$ cat config.mk
export PLATFORM = sky130hd
export DESIGN_NAME = rounded_rect_gradient_fill
export DESIGN_NICKNAME = d
export VERILOG_FILES = /design/src/design/rrgf_pkg.sv /design/src/design/rounded_rect_gradient_fill.sv /design/src/design/rrgf_csr.sv /design/src/design/rrgf_flow.sv /design/src/design/rrgf_front.sv /design/src/design/rrgf_div_lane.sv
export SDC_FILE = /design/constraint.sdc
export NUM_CORES = 2
export LEC_CHECK = 0
export BUFFER_PORTS_ARGS = -buffer_cell sky130_fd_sc_hd__buf_4
export CAP_MARGIN = 0
export CORE_ASPECT_RATIO = 1.75
export CORE_MARGIN = 2
export CORE_UTILIZATION = 59
export CTS_CLUSTER_DIAMETER = 60
export DETAILED_ROUTE_END_ITERATION = 10
export PLACE_DENSITY = 0.85
export REMOVE_ABC_BUFFERS = 1
export SETUP_SLACK_MARGIN = 0.4
export SLEW_MARGIN = 20
export SYNTH_ARGS = -nofsm -noshare
export SYNTH_HDL_FRONTEND = slang
export SYNTH_SLANG_ARGS = --single-unit
$ cat constraint.sdc
create_clock -name clock -period 6.64 [get_ports clock]
set_clock_uncertainty 0.1 [all_clocks]
set_input_delay 1.328 -clock clock [delete_from_list [all_inputs] [get_ports clock]]
set_output_delay 1.328 -clock clock [all_outputs]
set_load 0.02 [all_outputs]
$ cat src/design/rrgf_pkg.sv
package rrgf_pkg;

   // pixel coordinate width and a signed width that holds a coordinate plus a size
   localparam int COORD_BITS = 16;
   localparam int SIZE_BITS  = 15;
   localparam int EXT_BITS   = ((COORD_BITS > SIZE_BITS) ? COORD_BITS : SIZE_BITS) + 2;
   localparam int RAD_BITS   = 14;
   localparam int SQ_BITS    = 2 * RAD_BITS;
   localparam int SURF_BITS  = 16;
   localparam int CHAN_BITS  = 8;
   localparam int NUM_CHAN   = 3;
   localparam int COLOR_BITS = NUM_CHAN * CHAN_BITS;
   localparam int MAG_BITS   = CHAN_BITS + SIZE_BITS;
   localparam int QIDX_BITS  = $clog2(CHAN_BITS);

   localparam int CSR_DATA_BITS  = 32;
   localparam int CSR_INDEX_BITS = 3;

   // pipeline layout
   localparam int DIV_STAGES   = 4;
   localparam int DIV_STEPS    = CHAN_BITS / DIV_STAGES;
   localparam int STG_IN       = 0;
   localparam int STG_CMP      = 1;
   localparam int STG_MUL      = 2;
   localparam int STG_DIV      = 3;
   localparam int FRONT_STAGES = STG_DIV;
   localparam int NUM_STAGES   = STG_DIV + DIV_STAGES + 1;
   localparam int STG_OUT      = NUM_STAGES - 1;

   typedef enum logic [CSR_INDEX_BITS-1:0] {
      CSR_RECT_X,
      CSR_RECT_Y,
      CSR_RECT_WIDTH,
      CSR_RECT_HEIGHT,
      CSR_CORNER_RADIUS,
      CSR_TOP_COLOR,
      CSR_BOTTOM_COLOR,
      CSR_SURFACE_SIZE
   } csr_index_type;

   typedef struct packed {
      logic signed [COORD_BITS-1:0] pixel_x;
      logic signed [COORD_BITS-1:0] pixel_y;
   } req_type;

   typedef struct packed {
      logic                         draw;
      logic [COLOR_BITS-1:0]        out_color;
      logic signed [COORD_BITS-1:0] out_x;
      logic signed [COORD_BITS-1:0] out_y;
   } rsp_type;

   typedef struct packed {
      logic signed [COORD_BITS-1:0]         x0;
      logic signed [COORD_BITS-1:0]         y0;
      logic signed [EXT_BITS-1:0]           x_end;
      logic signed [EXT_BITS-1:0]           y_end;
      logic signed [EXT_BITS-1:0]           x_left;
      logic signed [EXT_BITS-1:0]           x_right;
      logic signed [EXT_BITS-1:0]           cx_right;
      logic signed [EXT_BITS-1:0]           y_top;
      logic signed [EXT_BITS-1:0]           y_bot;
      logic signed [EXT_BITS-1:0]           cy_bot;
      logic [SURF_BITS-1:0]                 surf_w;
      logic [SURF_BITS-1:0]                 surf_h;
      logic                                 nonempty;
      logic [SQ_BITS-1:0]                   rad_sq;
      logic [SIZE_BITS-1:0]                 div_n;
      logic                                 short_h;
      logic [COLOR_BITS-1:0]                top_color;
      logic [NUM_CHAN-1:0][CHAN_BITS-1:0]   chan_top;
      logic [NUM_CHAN-1:0][CHAN_BITS-1:0]   diff_mag;
      logic [NUM_CHAN-1:0]                  diff_neg;
   } cfg_type;

   typedef struct packed {
      logic                         base;
      logic                         corner;
      logic [RAD_BITS-1:0]          adx;
      logic [RAD_BITS-1:0]          ady;
      logic [SIZE_BITS-1:0]         row;
      logic signed [COORD_BITS-1:0] px;
      logic signed [COORD_BITS-1:0] py;
   } s1_type;

   typedef struct packed {
      logic                               base;
      logic                               corner;
      logic [SQ_BITS-1:0]                 sq_x;
      logic [SQ_BITS-1:0]                 sq_y;
      logic [NUM_CHAN-1:0][MAG_BITS-1:0]  mag;
      logic signed [COORD_BITS-1:0]       px;
      logic signed [COORD_BITS-1:0]       py;
   } s2_type;

   typedef struct packed {
      logic                         hit;
      logic signed [COORD_BITS-1:0] px;
      logic signed [COORD_BITS-1:0] py;
   } side_type;

   typedef struct packed {
      logic [MAG_BITS-1:0]  rem;
      logic [CHAN_BITS-1:0] quo;
   } div_type;

   // one restoring step: quotient bit k
   function automatic div_type div_step(div_type d, logic [SIZE_BITS-1:0] n,
                                        logic [QIDX_BITS-1:0] k);
      logic [MAG_BITS-1:0] sub;
      div_type             r;
      sub = MAG_BITS'(n) << k;
      r   = d;
      if (d.rem >= sub) begin
         r.rem    = d.rem - sub;
         r.quo[k] = 1'b1;
      end
      return r;
   endfunction

   // the steps done in one pipeline stage, highest quotient bit first
   function automatic div_type div_stage(div_type d, logic [SIZE_BITS-1:0] n,
                                         logic [QIDX_BITS-1:0] top_k);
      div_type r;
      r = d;
      for (int j = 0; j < DIV_STEPS; j++) begin
         r = div_step(r, n, top_k - QIDX_BITS'(j));
      end
      return r;
   endfunction

endpackage

$ cat src/design/rounded_rect_gradient_fill.sv
// rounded rectangle fill with a vertical colour gradient, one pixel per transaction
//
// req channel: a pixel coordinate (req_valid / req_stall, accepted when valid and not
// stalled). rsp channel: draw flag, colour and the echoed coordinate, one result per
// request, in request order. csr port: single-cycle register writes, no read-back;
// the user must see that registers are written only while the pipe is empty; the block does not enforce it.
//
// eight register stages: input, bounds and corner compare, squares and colour
// products, four stages of a restoring divider (two quotient bits each), output.
// one pixel per clock is sustained while rsp_stall is low; the per-channel divide
// by height minus one sets the depth.
//
// rsp_stall holds the output register; earlier stages keep filling until each is
// occupied, so bubbles are squeezed out and nothing is dropped or repeated.
// req_stall is high in reset or while the first stage is occupied and cannot move on.
//
// synchronous reset clears the configuration registers to zero and empties the pipe;
// no request is taken while reset is high.
module rounded_rect_gradient_fill (
   input  logic                                clock,
   input  logic                                reset,
   input  logic                                req_valid,
   output logic                                req_stall,
   input  rrgf_pkg::req_type                   req_data,
   output logic                                rsp_valid,
   input  logic                                rsp_stall,
   output rrgf_pkg::rsp_type                   rsp_data,
   input  logic                                csr_wen,
   input  logic [rrgf_pkg::CSR_INDEX_BITS-1:0] csr_index,
   input  logic [rrgf_pkg::CSR_DATA_BITS-1:0]  csr_wdata
);
   import rrgf_pkg::*;

   cfg_type                            cfg;
   logic [NUM_STAGES-1:0]              stage_en;
   s2_type                             s2;
   logic [NUM_CHAN-1:0][CHAN_BITS-1:0] quo;
   logic [SQ_BITS:0]                   dist_sq;

   side_type side_in;
   side_type side_ff [DIV_STAGES];
   rsp_type  rsp_in, rsp_ff;

   // configuration registers plus values derived from them
   rrgf_csr u_csr (
      .clock     (clock),
      .reset     (reset),
      .csr_wen   (csr_wen),
      .csr_index (csr_index),
      .csr_wdata (csr_wdata),
      .cfg       (cfg)
   );

   // per-stage valid bits and load enables
   rrgf_flow u_flow (
      .clock     (clock),
      .reset     (reset),
      .req_valid (req_valid),
      .rsp_stall (rsp_stall),
      .req_stall (req_stall),
      .rsp_valid (rsp_valid),
      .stage_en  (stage_en)
   );

   // input register, geometry tests, squares and gradient products
   rrgf_front u_front (
      .clock    (clock),
      .stage_en (stage_en[FRONT_STAGES-1:0]),
      .cfg      (cfg),
      .req_data (req_data),
      .s2_data  (s2)
   );

   // one divider per colour channel: |bottom - top| * row / (height - 1)
   for (genvar c = 0; c < NUM_CHAN; c++) begin : g_chan
      rrgf_div_lane u_div (
         .clock    (clock),
         .stage_en (stage_en[STG_DIV +: DIV_STAGES]),
         .mag      (s2.mag[c]),
         .div_n    (cfg.div_n),
         .quo      (quo[c])
      );
   end

   // corner circle test, resolved alongside the first divider stage
   assign dist_sq = {1'b0, s2.sq_x} + {1'b0, s2.sq_y};

   always_comb begin
      side_in.hit = s2.base && (!s2.corner || (dist_sq <= {1'b0, cfg.rad_sq}));
      side_in.px  = s2.px;
      side_in.py  = s2.py;
   end

   // output stage: signed blend per channel, short rectangles take the top colour,
   // undrawn pixels report black
   always_comb begin
      side_type                           last;
      logic [NUM_CHAN-1:0][CHAN_BITS-1:0] blend;
      last = side_ff[DIV_STAGES-1];
      for (int c = 0; c < NUM_CHAN; c++) begin
         blend[c] = cfg.diff_neg[c] ? cfg.chan_top[c] - quo[c] : cfg.chan_top[c] + quo[c];
      end
      rsp_in.draw = last.hit;
      if (!last.hit) begin
         rsp_in.out_color = '0;
      end else if (cfg.short_h) begin
         rsp_in.out_color = cfg.top_color;
      end else begin
         rsp_in.out_color = blend;
      end
      rsp_in.out_x = last.px;
      rsp_in.out_y = last.py;
   end

   // draw flag and coordinates ride along with the divider stages
   always_ff @(posedge clock) begin
      if (stage_en[STG_DIV]) begin
         side_ff[0] <= side_in;
      end
      for (int i = 1; i < DIV_STAGES; i++) begin
         if (stage_en[STG_DIV + i]) begin
            side_ff[i] <= side_ff[i-1];
         end
      end
      if (stage_en[STG_OUT]) begin
         rsp_ff <= rsp_in;
      end
   end

   assign rsp_data = rsp_ff;

endmodule

$ cat src/design/rrgf_csr.sv
module rrgf_csr (
   input  logic                                  clock,
   input  logic                                  reset,
   input  logic                                  csr_wen,
   input  logic [rrgf_pkg::CSR_INDEX_BITS-1:0]   csr_index,
   input  logic [rrgf_pkg::CSR_DATA_BITS-1:0]    csr_wdata,
   output rrgf_pkg::cfg_type                     cfg
);
   import rrgf_pkg::*;

   logic [COORD_BITS-1:0]    rect_x_ff, rect_x_in;
   logic [COORD_BITS-1:0]    rect_y_ff, rect_y_in;
   logic [SIZE_BITS-1:0]     rect_w_ff, rect_w_in;
   logic [SIZE_BITS-1:0]     rect_h_ff, rect_h_in;
   logic [RAD_BITS-1:0]      radius_ff, radius_in;
   logic [COLOR_BITS-1:0]    top_ff, top_in;
   logic [COLOR_BITS-1:0]    bot_ff, bot_in;
   logic [CSR_DATA_BITS-1:0] surf_ff, surf_in;

   logic [RAD_BITS-1:0]      rad_ff, rad_in;
   cfg_type                  cfg_ff, cfg_in;

   logic [RAD_BITS-1:0]        half_w, half_h, rad_w;
   logic signed [EXT_BITS-1:0] x_e, y_e, w_e, h_e, r_e;
   logic [NUM_CHAN-1:0][CHAN_BITS-1:0] ca, cb;

   always_comb begin
      rect_x_in = rect_x_ff;
      rect_y_in = rect_y_ff;
      rect_w_in = rect_w_ff;
      rect_h_in = rect_h_ff;
      radius_in = radius_ff;
      top_in    = top_ff;
      bot_in    = bot_ff;
      surf_in   = surf_ff;
      if (csr_wen) begin
         case (csr_index_type'(csr_index))
            CSR_RECT_X:        rect_x_in = csr_wdata[COORD_BITS-1:0];
            CSR_RECT_Y:        rect_y_in = csr_wdata[COORD_BITS-1:0];
            CSR_RECT_WIDTH:    rect_w_in = csr_wdata[SIZE_BITS-1:0];
            CSR_RECT_HEIGHT:   rect_h_in = csr_wdata[SIZE_BITS-1:0];
            CSR_CORNER_RADIUS: radius_in = csr_wdata[RAD_BITS-1:0];
            CSR_TOP_COLOR:     top_in    = csr_wdata[COLOR_BITS-1:0];
            CSR_BOTTOM_COLOR:  bot_in    = csr_wdata[COLOR_BITS-1:0];
            CSR_SURFACE_SIZE:  surf_in   = csr_wdata;
            default: ;
         endcase
      end
   end

   // radius clamp to half width, then half height
   assign half_w = rect_w_ff[SIZE_BITS-1:1];
   assign half_h = rect_h_ff[SIZE_BITS-1:1];
   assign rad_w  = (radius_ff > half_w) ? half_w : radius_ff;
   assign rad_in = (rad_w > half_h) ? half_h : rad_w;

   assign x_e = EXT_BITS'($signed(rect_x_ff));
   assign y_e = EXT_BITS'($signed(rect_y_ff));
   assign w_e = EXT_BITS'(rect_w_ff);
   assign h_e = EXT_BITS'(rect_h_ff);
   assign r_e = EXT_BITS'(rad_in);
   assign ca  = top_ff;
   assign cb  = bot_ff;

   always_comb begin
      cfg_in.x0        = rect_x_ff;
      cfg_in.y0        = rect_y_ff;
      cfg_in.x_end     = x_e + w_e;
      cfg_in.y_end     = y_e + h_e;
      cfg_in.x_left    = x_e + r_e;
      cfg_in.x_right   = x_e + w_e - r_e;
      cfg_in.cx_right  = x_e + w_e + ~r_e;
      cfg_in.y_top     = y_e + r_e;
      cfg_in.y_bot     = y_e + h_e - r_e;
      cfg_in.cy_bot    = y_e + h_e + ~r_e;
      cfg_in.surf_w    = surf_ff[2*SURF_BITS-1:SURF_BITS];
      cfg_in.surf_h    = surf_ff[SURF_BITS-1:0];
      cfg_in.nonempty  = (rect_w_ff != '0) && (rect_h_ff != '0);
      // squared radius from the registered clamp, so it lags the other derived values
      cfg_in.rad_sq    = SQ_BITS'(rad_ff) * SQ_BITS'(rad_ff);
      cfg_in.div_n     = rect_h_ff - SIZE_BITS'(1);
      cfg_in.short_h   = rect_h_ff <= SIZE_BITS'(2);
      cfg_in.top_color = top_ff;
      cfg_in.chan_top  = ca;
      for (int c = 0; c < NUM_CHAN; c++) begin
         cfg_in.diff_neg[c] = cb[c] < ca[c];
         cfg_in.diff_mag[c] = (cb[c] < ca[c]) ? ca[c] - cb[c] : cb[c] - ca[c];
      end
   end

   always_ff @(posedge clock) begin
      if (reset) begin
         rect_x_ff <= '0;
         rect_y_ff <= '0;
         rect_w_ff <= '0;
         rect_h_ff <= '0;
         radius_ff <= '0;
         top_ff    <= '0;
         bot_ff    <= '0;
         surf_ff   <= '0;
      end else begin
         rect_x_ff <= rect_x_in;
         rect_y_ff <= rect_y_in;
         rect_w_ff <= rect_w_in;
         rect_h_ff <= rect_h_in;
         radius_ff <= radius_in;
         top_ff    <= top_in;
         bot_ff    <= bot_in;
         surf_ff   <= surf_in;
      end
   end

   always_ff @(posedge clock) begin
      rad_ff <= rad_in;
      cfg_ff <= cfg_in;
   end

   assign cfg = cfg_ff;

endmodule

$ cat src/design/rrgf_flow.sv
module rrgf_flow (
   input  logic                             clock,
   input  logic                             reset,
   input  logic                             req_valid,
   input  logic                             rsp_stall,
   output logic                             req_stall,
   output logic                             rsp_valid,
   output logic [rrgf_pkg::NUM_STAGES-1:0]  stage_en
);
   import rrgf_pkg::*;

   logic [NUM_STAGES-1:0] valid_ff, valid_in, upstream;

   // a stage may load when it is empty or its transaction moves on
   always_comb begin
      stage_en[NUM_STAGES-1] = !valid_ff[NUM_STAGES-1] || !rsp_stall;
      for (int s = NUM_STAGES - 2; s >= 0; s--) begin
         stage_en[s] = !valid_ff[s] || stage_en[s+1];
      end
   end

   assign upstream = {valid_ff[NUM_STAGES-2:0], req_valid};
   assign valid_in = (stage_en & upstream) | (~stage_en & valid_ff);

   always_ff @(posedge clock) begin
      if (reset) begin
         valid_ff <= '0;
      end else begin
         valid_ff <= valid_in;
      end
   end

   assign req_stall = reset || !stage_en[STG_IN];
   assign rsp_valid = valid_ff[STG_OUT];

endmodule

$ cat src/design/rrgf_front.sv
module rrgf_front (
   input  logic                                clock,
   input  logic [rrgf_pkg::FRONT_STAGES-1:0]   stage_en,
   input  rrgf_pkg::cfg_type                   cfg,
   input  rrgf_pkg::req_type                   req_data,
   output rrgf_pkg::s2_type                    s2_data
);
   import rrgf_pkg::*;

   req_type s0_ff;
   s1_type  s1_in, s1_ff;
   s2_type  s2_in, s2_ff;

   logic signed [EXT_BITS-1:0] px_e, py_e, x_e, y_e, sw_e, sh_e;
   logic signed [EXT_BITS-1:0] dx_l, dx_r, dy_t, dy_b, row_e;
   logic on_surf, in_rect, at_left, at_right, at_top, at_bot;

   assign px_e = EXT_BITS'($signed(s0_ff.pixel_x));
   assign py_e = EXT_BITS'($signed(s0_ff.pixel_y));
   assign x_e  = EXT_BITS'($signed(cfg.x0));
   assign y_e  = EXT_BITS'($signed(cfg.y0));
   assign sw_e = EXT_BITS'(cfg.surf_w);
   assign sh_e = EXT_BITS'(cfg.surf_h);

   assign on_surf = !px_e[EXT_BITS-1] && !py_e[EXT_BITS-1] && (px_e < sw_e) && (py_e < sh_e);
   assign in_rect = cfg.nonempty && (px_e >= x_e) && (px_e < cfg.x_end)
                    && (py_e >= y_e) && (py_e < cfg.y_end);

   // corner squares; left and right cannot both hold once the radius is clamped
   assign at_left  = px_e < cfg.x_left;
   assign at_right = px_e >= cfg.x_right;
   assign at_top   = py_e < cfg.y_top;
   assign at_bot   = py_e >= cfg.y_bot;

   assign dx_l  = cfg.x_left - px_e;
   assign dx_r  = px_e - cfg.cx_right;
   assign dy_t  = cfg.y_top - py_e;
   assign dy_b  = py_e - cfg.cy_bot;
   assign row_e = py_e - y_e;

   always_comb begin
      s1_in.base   = on_surf && in_rect;
      s1_in.corner = (at_left || at_right) && (at_top || at_bot);
      s1_in.adx    = at_left ? dx_l[RAD_BITS-1:0] : dx_r[RAD_BITS-1:0];
      s1_in.ady    = at_top ? dy_t[RAD_BITS-1:0] : dy_b[RAD_BITS-1:0];
      s1_in.row    = row_e[SIZE_BITS-1:0];
      s1_in.px     = s0_ff.pixel_x;
      s1_in.py     = s0_ff.pixel_y;
   end

   always_comb begin
      s2_in.base   = s1_ff.base;
      s2_in.corner = s1_ff.corner;
      s2_in.sq_x   = SQ_BITS'(s1_ff.adx) * SQ_BITS'(s1_ff.adx);
      s2_in.sq_y   = SQ_BITS'(s1_ff.ady) * SQ_BITS'(s1_ff.ady);
      for (int c = 0; c < NUM_CHAN; c++) begin
         s2_in.mag[c] = MAG_BITS'(cfg.diff_mag[c]) * MAG_BITS'(s1_ff.row);
      end
      s2_in.px     = s1_ff.px;
      s2_in.py     = s1_ff.py;
   end

   always_ff @(posedge clock) begin
      if (stage_en[STG_IN]) begin
         s0_ff <= req_data;
      end
      if (stage_en[STG_CMP]) begin
         s1_ff <= s1_in;
      end
      if (stage_en[STG_MUL]) begin
         s2_ff <= s2_in;
      end
   end

   assign s2_data = s2_ff;

endmodule

$ cat src/design/rrgf_div_lane.sv
module rrgf_div_lane (
   input  logic                               clock,
   input  logic [rrgf_pkg::DIV_STAGES-1:0]    stage_en,
   input  logic [rrgf_pkg::MAG_BITS-1:0]      mag,
   input  logic [rrgf_pkg::SIZE_BITS-1:0]     div_n,
   output logic [rrgf_pkg::CHAN_BITS-1:0]     quo
);
   import rrgf_pkg::*;

   div_type stage_src [DIV_STAGES];
   div_type stage_in  [DIV_STAGES];
   div_type stage_ff  [DIV_STAGES];

   // quotient never exceeds one channel's range, so only its low bits are worked out
   assign stage_src[0] = '{rem: mag, quo: '0};

   for (genvar s = 0; s < DIV_STAGES; s++) begin : g_stage
      if (s > 0) begin : g_link
         assign stage_src[s] = stage_ff[s-1];
      end
      assign stage_in[s] = div_stage(stage_src[s], div_n,
                                     QIDX_BITS'(CHAN_BITS - 1 - s * DIV_STEPS));
   end

   always_ff @(posedge clock) begin
      for (int s = 0; s < DIV_STAGES; s++) begin
         if (stage_en[s]) begin
            stage_ff[s] <= stage_in[s];
         end
      end
   end

   assign quo = stage_ff[DIV_STAGES-1].quo;

endmodule
==> results.md <==
Run status:
- The flow ran to the end, and the final reports show no timing, DRC or antenna violations.

Place:
- The routability congestion estimate from global placement is around 0.99.
- The wire-length estimate of the detail-placed layout is between 200 and 250 mm.
- The cell count after placement is between 10000 and 15000.
- The number of buffer cells added on primary ports is 130.

Detailed routing:
- Summed over all layers, the routed wires come to about 290 mm.
- The first routing iteration left 5293 violations.
- The length of the first detailed-routing pass in iterations is 6.
- The detail route stage leaves a number of antenna-violating nets equal to 0.
- The routed length per instance is approximately 23 um.
- The via count of the routed design is roughly 78000.
- Dividing the detail-routed via count by the number of cells gives a little over 6.
- The final routed DRC violation total is 0.

STA:
- The final number of max-transition violations was 0.
- Derived from the worst setup path, the maximum achievable clock frequency is ~160 MHz.
- The number of hold violations in the final report came to 0.
- In this run the tightest slew margin relative to its limit is between 10% and 20%.
- The setup-violating endpoint count in the final report is 0.
- Of the available clock period, the critical path in the final layout requires 96.47%.
- Setup repair after global routing could not meet its margin everywhere.
- The minimum period implied by the final worst setup slack is about 6.4 ns.
- The actual slew at the worst max-slew pin is ~1.2 ns.

Cells and area:
- After the flow finishes, the layout carries non-filler instances totaling about 13000.
- The share of post-route cells with drive strength above 1 is 11.63%.
- The filler cells instantiated in the layout total between 10000 and 15000.
- The area growth from synthesis to layout is 12.37%.
- The final layout net count is ~12000.

Worst setup path:
- The critical path data arrival time is around 7 ns.
- The critical setup path kind is reg -> reg.
- On the worst path, the slowest cell contributes a delay of 0.56 ns.
- Following the worst setup path forward leads to its endpoint at u_front.s2_data[128].
- The cell that appears most often on the critical path is fa_1.
- In this run the number of cells on the critical path is 25.
- The worst register-to-register path begins at u_front.s1_ff[55].
- STA classifies the critical path startpoint as a flop.
- The library cell contributing the largest single delay on the critical path is fa_1.
- The cell type group with the largest total delay on the critical path is adder cells.
- The type of element capturing the critical path is a flop.
- The worst register-to-register path has a depth of 25.
- The critical-path maximum fanout is 4.
- The number of buffer and inverter instances along the worst setup path is 6.
- STA puts the critical path data required time at around 7.1 ns.
- The critical path starts at u_front.s1_ff[55].
- The internal reg-to-reg setup slack is around 0.23 ns.
- The endpoint of the worst register-to-register path is u_front.s2_data[128].

Worst hold path:
- The worst hold path belongs to the class reg -> reg.

Synth:
- The share of synthesized area in the top cell type comes to between 20% and 30%.
- The number of warning messages in the yosys log is 0.
- The commonest cells after synthesis are 1312 x inv_1, 1194 x ha_1, 987 x nand2_1.
- The xor and xnor fraction of the mapped netlist area is about 5.8%.
- The flip-flop and latch count after synthesis is ~1200.
- The fraction of synthesis flops using an asynchronous set or reset pin is 0%.
- In the post-synthesis netlist, the biggest area contributors are edfxtp_1 22%, ha_1 15%, fa_1 13%.
- The count of flip-flops with a built-in enable after synthesis is 722.
- After synthesis, the largest family of logic cells by area is adder cells.
- After Yosys synthesis, full adders, half adders and majority gates account for ~28% of the synthesized area.
- For this run, the leading register cell type out of synthesis is edfxtp_1.
- The multiplexer share of the synthesized area is 2.285%.
- The mean instance size in the synthesized netlist is roughly 9.7 um2.
- The summed instance area of the synthesized netlist is ~98000 um2.
- Synthesis produced a netlist whose cell count is approximately 10000.
- The simple-gate portion of the synthesized area is a little over an eighth.
- The sequential-to-total area share from yosys stat is roughly a third.
- The synthesized netlist devotes about an eighth of its cell area to compound gates.
- The biggest area contributor in the post-synthesis netlist is edfxtp_1.
- The most repeated cell in the gate-level netlist after synthesis is inv_1.
- Counting distinct cell types in the post-synthesis netlist gives about 110.

Floorplanning:
- The floorplan step set the die width to between 300 and 400 um.
- The initial utilization of the core area, before any placement, comes to 59.18%.
- The die is between 500 and 600 um tall.
- The die footprint is around 170000 um2.
- The core region is ~170000 um2.
- Row generation in the floorplan step produced about 200 rows.
- The top-level port count is 131.

GRT:
- Global routing consumed, over all layers together, between 30% and 40% of the routing resources.
- The number of global-route vias before repair is 82750.
- The first global-routing pass estimated about 440 mm of wire.
- Global routing finished with a remaining overflow of 0.
- The initial antenna violation count is 12.
- The pin count of the biggest net entering global routing is around 120.

Clocking:
- The number of clock buffers added by TritonCTS is ~110.
- For the worst-skew pair, the clock arrives at the later sink with an insertion delay of around 0.81 ns.
- CTS built an H-tree with a depth of 3.
- The CTS tree is built.
- The clock drives roughly 1200 sinks.
- The number of buffers on the longest clock path is 3.
- The clock transition at the registers of the reported paths is ~0.070 ns.
- The root buffer cell is clkbuf_16.
- The hold buffer count at cts is 0.

Flow run:
- The max-cap violation count is 0.
## metal layers
metal | track usage, % | wire, um | up-vias
met5 | 0 | 69 | -
li1 | - | - | 35440
met1 | 30.94 | 90360 | 37800
met4 | 35.00 | 36750 | 10
met3 | 5.563 | 15650 | 1494
met2 | 61.76 | 148700 | 3010
## worst register-to-register path: cells and delay by family, from the launching register on
kind,cells,cell delay [ns]
and+or+nand+nor,3,0.32
xor gates and xnor gates,1,0.10
DFF,1,0.51
buffers and inverters,6,0.44
AOI/OAI and AO/OA,8,1.43
adders and majority gates,7,3.26
## cell usage in the layout (no fill, tap or decap), types with 361 or more instances in the layout
cell type	count
a21oi_1	715
buf_4	526
dfxtp_1	451
edfxtp_1	722
fa_1	603
ha_1	1161
inv_1	1283
nand2_1	970
nor2_1	471
o21ai_0	361
xnor2_1	464
## worst min path at each step
stage | depth (start not counted) | slack (ns) | startpoint | endpoint
6_report | 0 | 0.25 | u_csr.surf_ff[27] | u_csr.cfg[147]
5_1_grt | 0 | 0.25 | u_csr.surf_ff[7] | u_csr.cfg[127]
4_1_cts | 0 | 0.24 | u_csr.surf_ff[12] | u_csr.cfg[132]
3_5_place_dp | 0 | 0.24 | u_csr.surf_ff[23] | u_csr.cfg[143]
3_3_place_gp | 0 | 0.23 | u_csr.surf_ff[22] | u_csr.cfg[142]
2_1_floorplan | 0 | 0.23 | u_csr.surf_ff[0] | u_csr.cfg[120]
## area by class of cell
type / count / area, um2 / area share, %
inverter: 1316 / 4976 / 4.515
tap: 2200 / 2753 / 2.498
clock buffer: 141 / 3231 / 2.931
sequential: 1191 / 31110 / 28.23
timing repair buffer: 580 / 4765 / 4.323
antenna: 8 / 20.02 / 0.01816
multi-input combinational: 7374 / 62300 / 56.53
clock inverter: 74 / 1050 / 0.9525
## stage by stage
step / worst slack (ns) / util, % / cell area, um2 / hold slack (ns) / TNS (ns)
2_1_floorplan: -1.255 / - / 97020 / 0.2306 / -166.17
5_1_grt: 0.1062 / 66.49 / 110200 / 0.2525 / 0
6_report: 0.2345 / 66.50 / 110200 / 0.2511 / 0
4_1_cts: 0.3365 / 65.47 / 108500 / 0.2442 / 0
3_3_place_gp: 0.04139 / 62.40 / 103400 / 0.2337 / 0
3_5_place_dp: -0.04356 / 62.41 / 103400 / 0.2369 / -0.04356
## timing repair
action,4_1_cts,5_1_grt
setup endpoints to repair,124,227
gates resized for setup,113,251
pin swaps,58,150
gates cloned,0,2
buffers inserted,46,71
## state kept, by name, summed over array words and instances (netlist names), 16 cells and up
register               cells
side_ff                  132
u_csr.bot_ff              24
u_front.s2_data          157
rsp_data                  57
u_front.s1_ff             77
u_csr.cfg                291
u_csr.ca                  24
u_csr.rect_y_ff           16
u_front.px_e              16
g_chan.u_div.stage_ff    267
u_front.py_e              16
u_csr.surf_ff             32
u_csr.rect_x_ff           16
## logic make-up (layout without fill, tap and decap cells)
logic type | Yosys count | after routing
and+or+nand+nor | 2650 | 2651
muxes | 203 | 203
DFF | 1191 | 1191
buffers and inverters | 1575 | 2111
other | 0 | 8
AOI/OAI and AO/OA | 2045 | 2045
xor gates and xnor gates | 647 | 647
adders and majority gates | 1828 | 1828
Power is left out: the tool's default activity adds up to more than one toggle a clock period on the data nets, which glitch-free logic cannot reach.
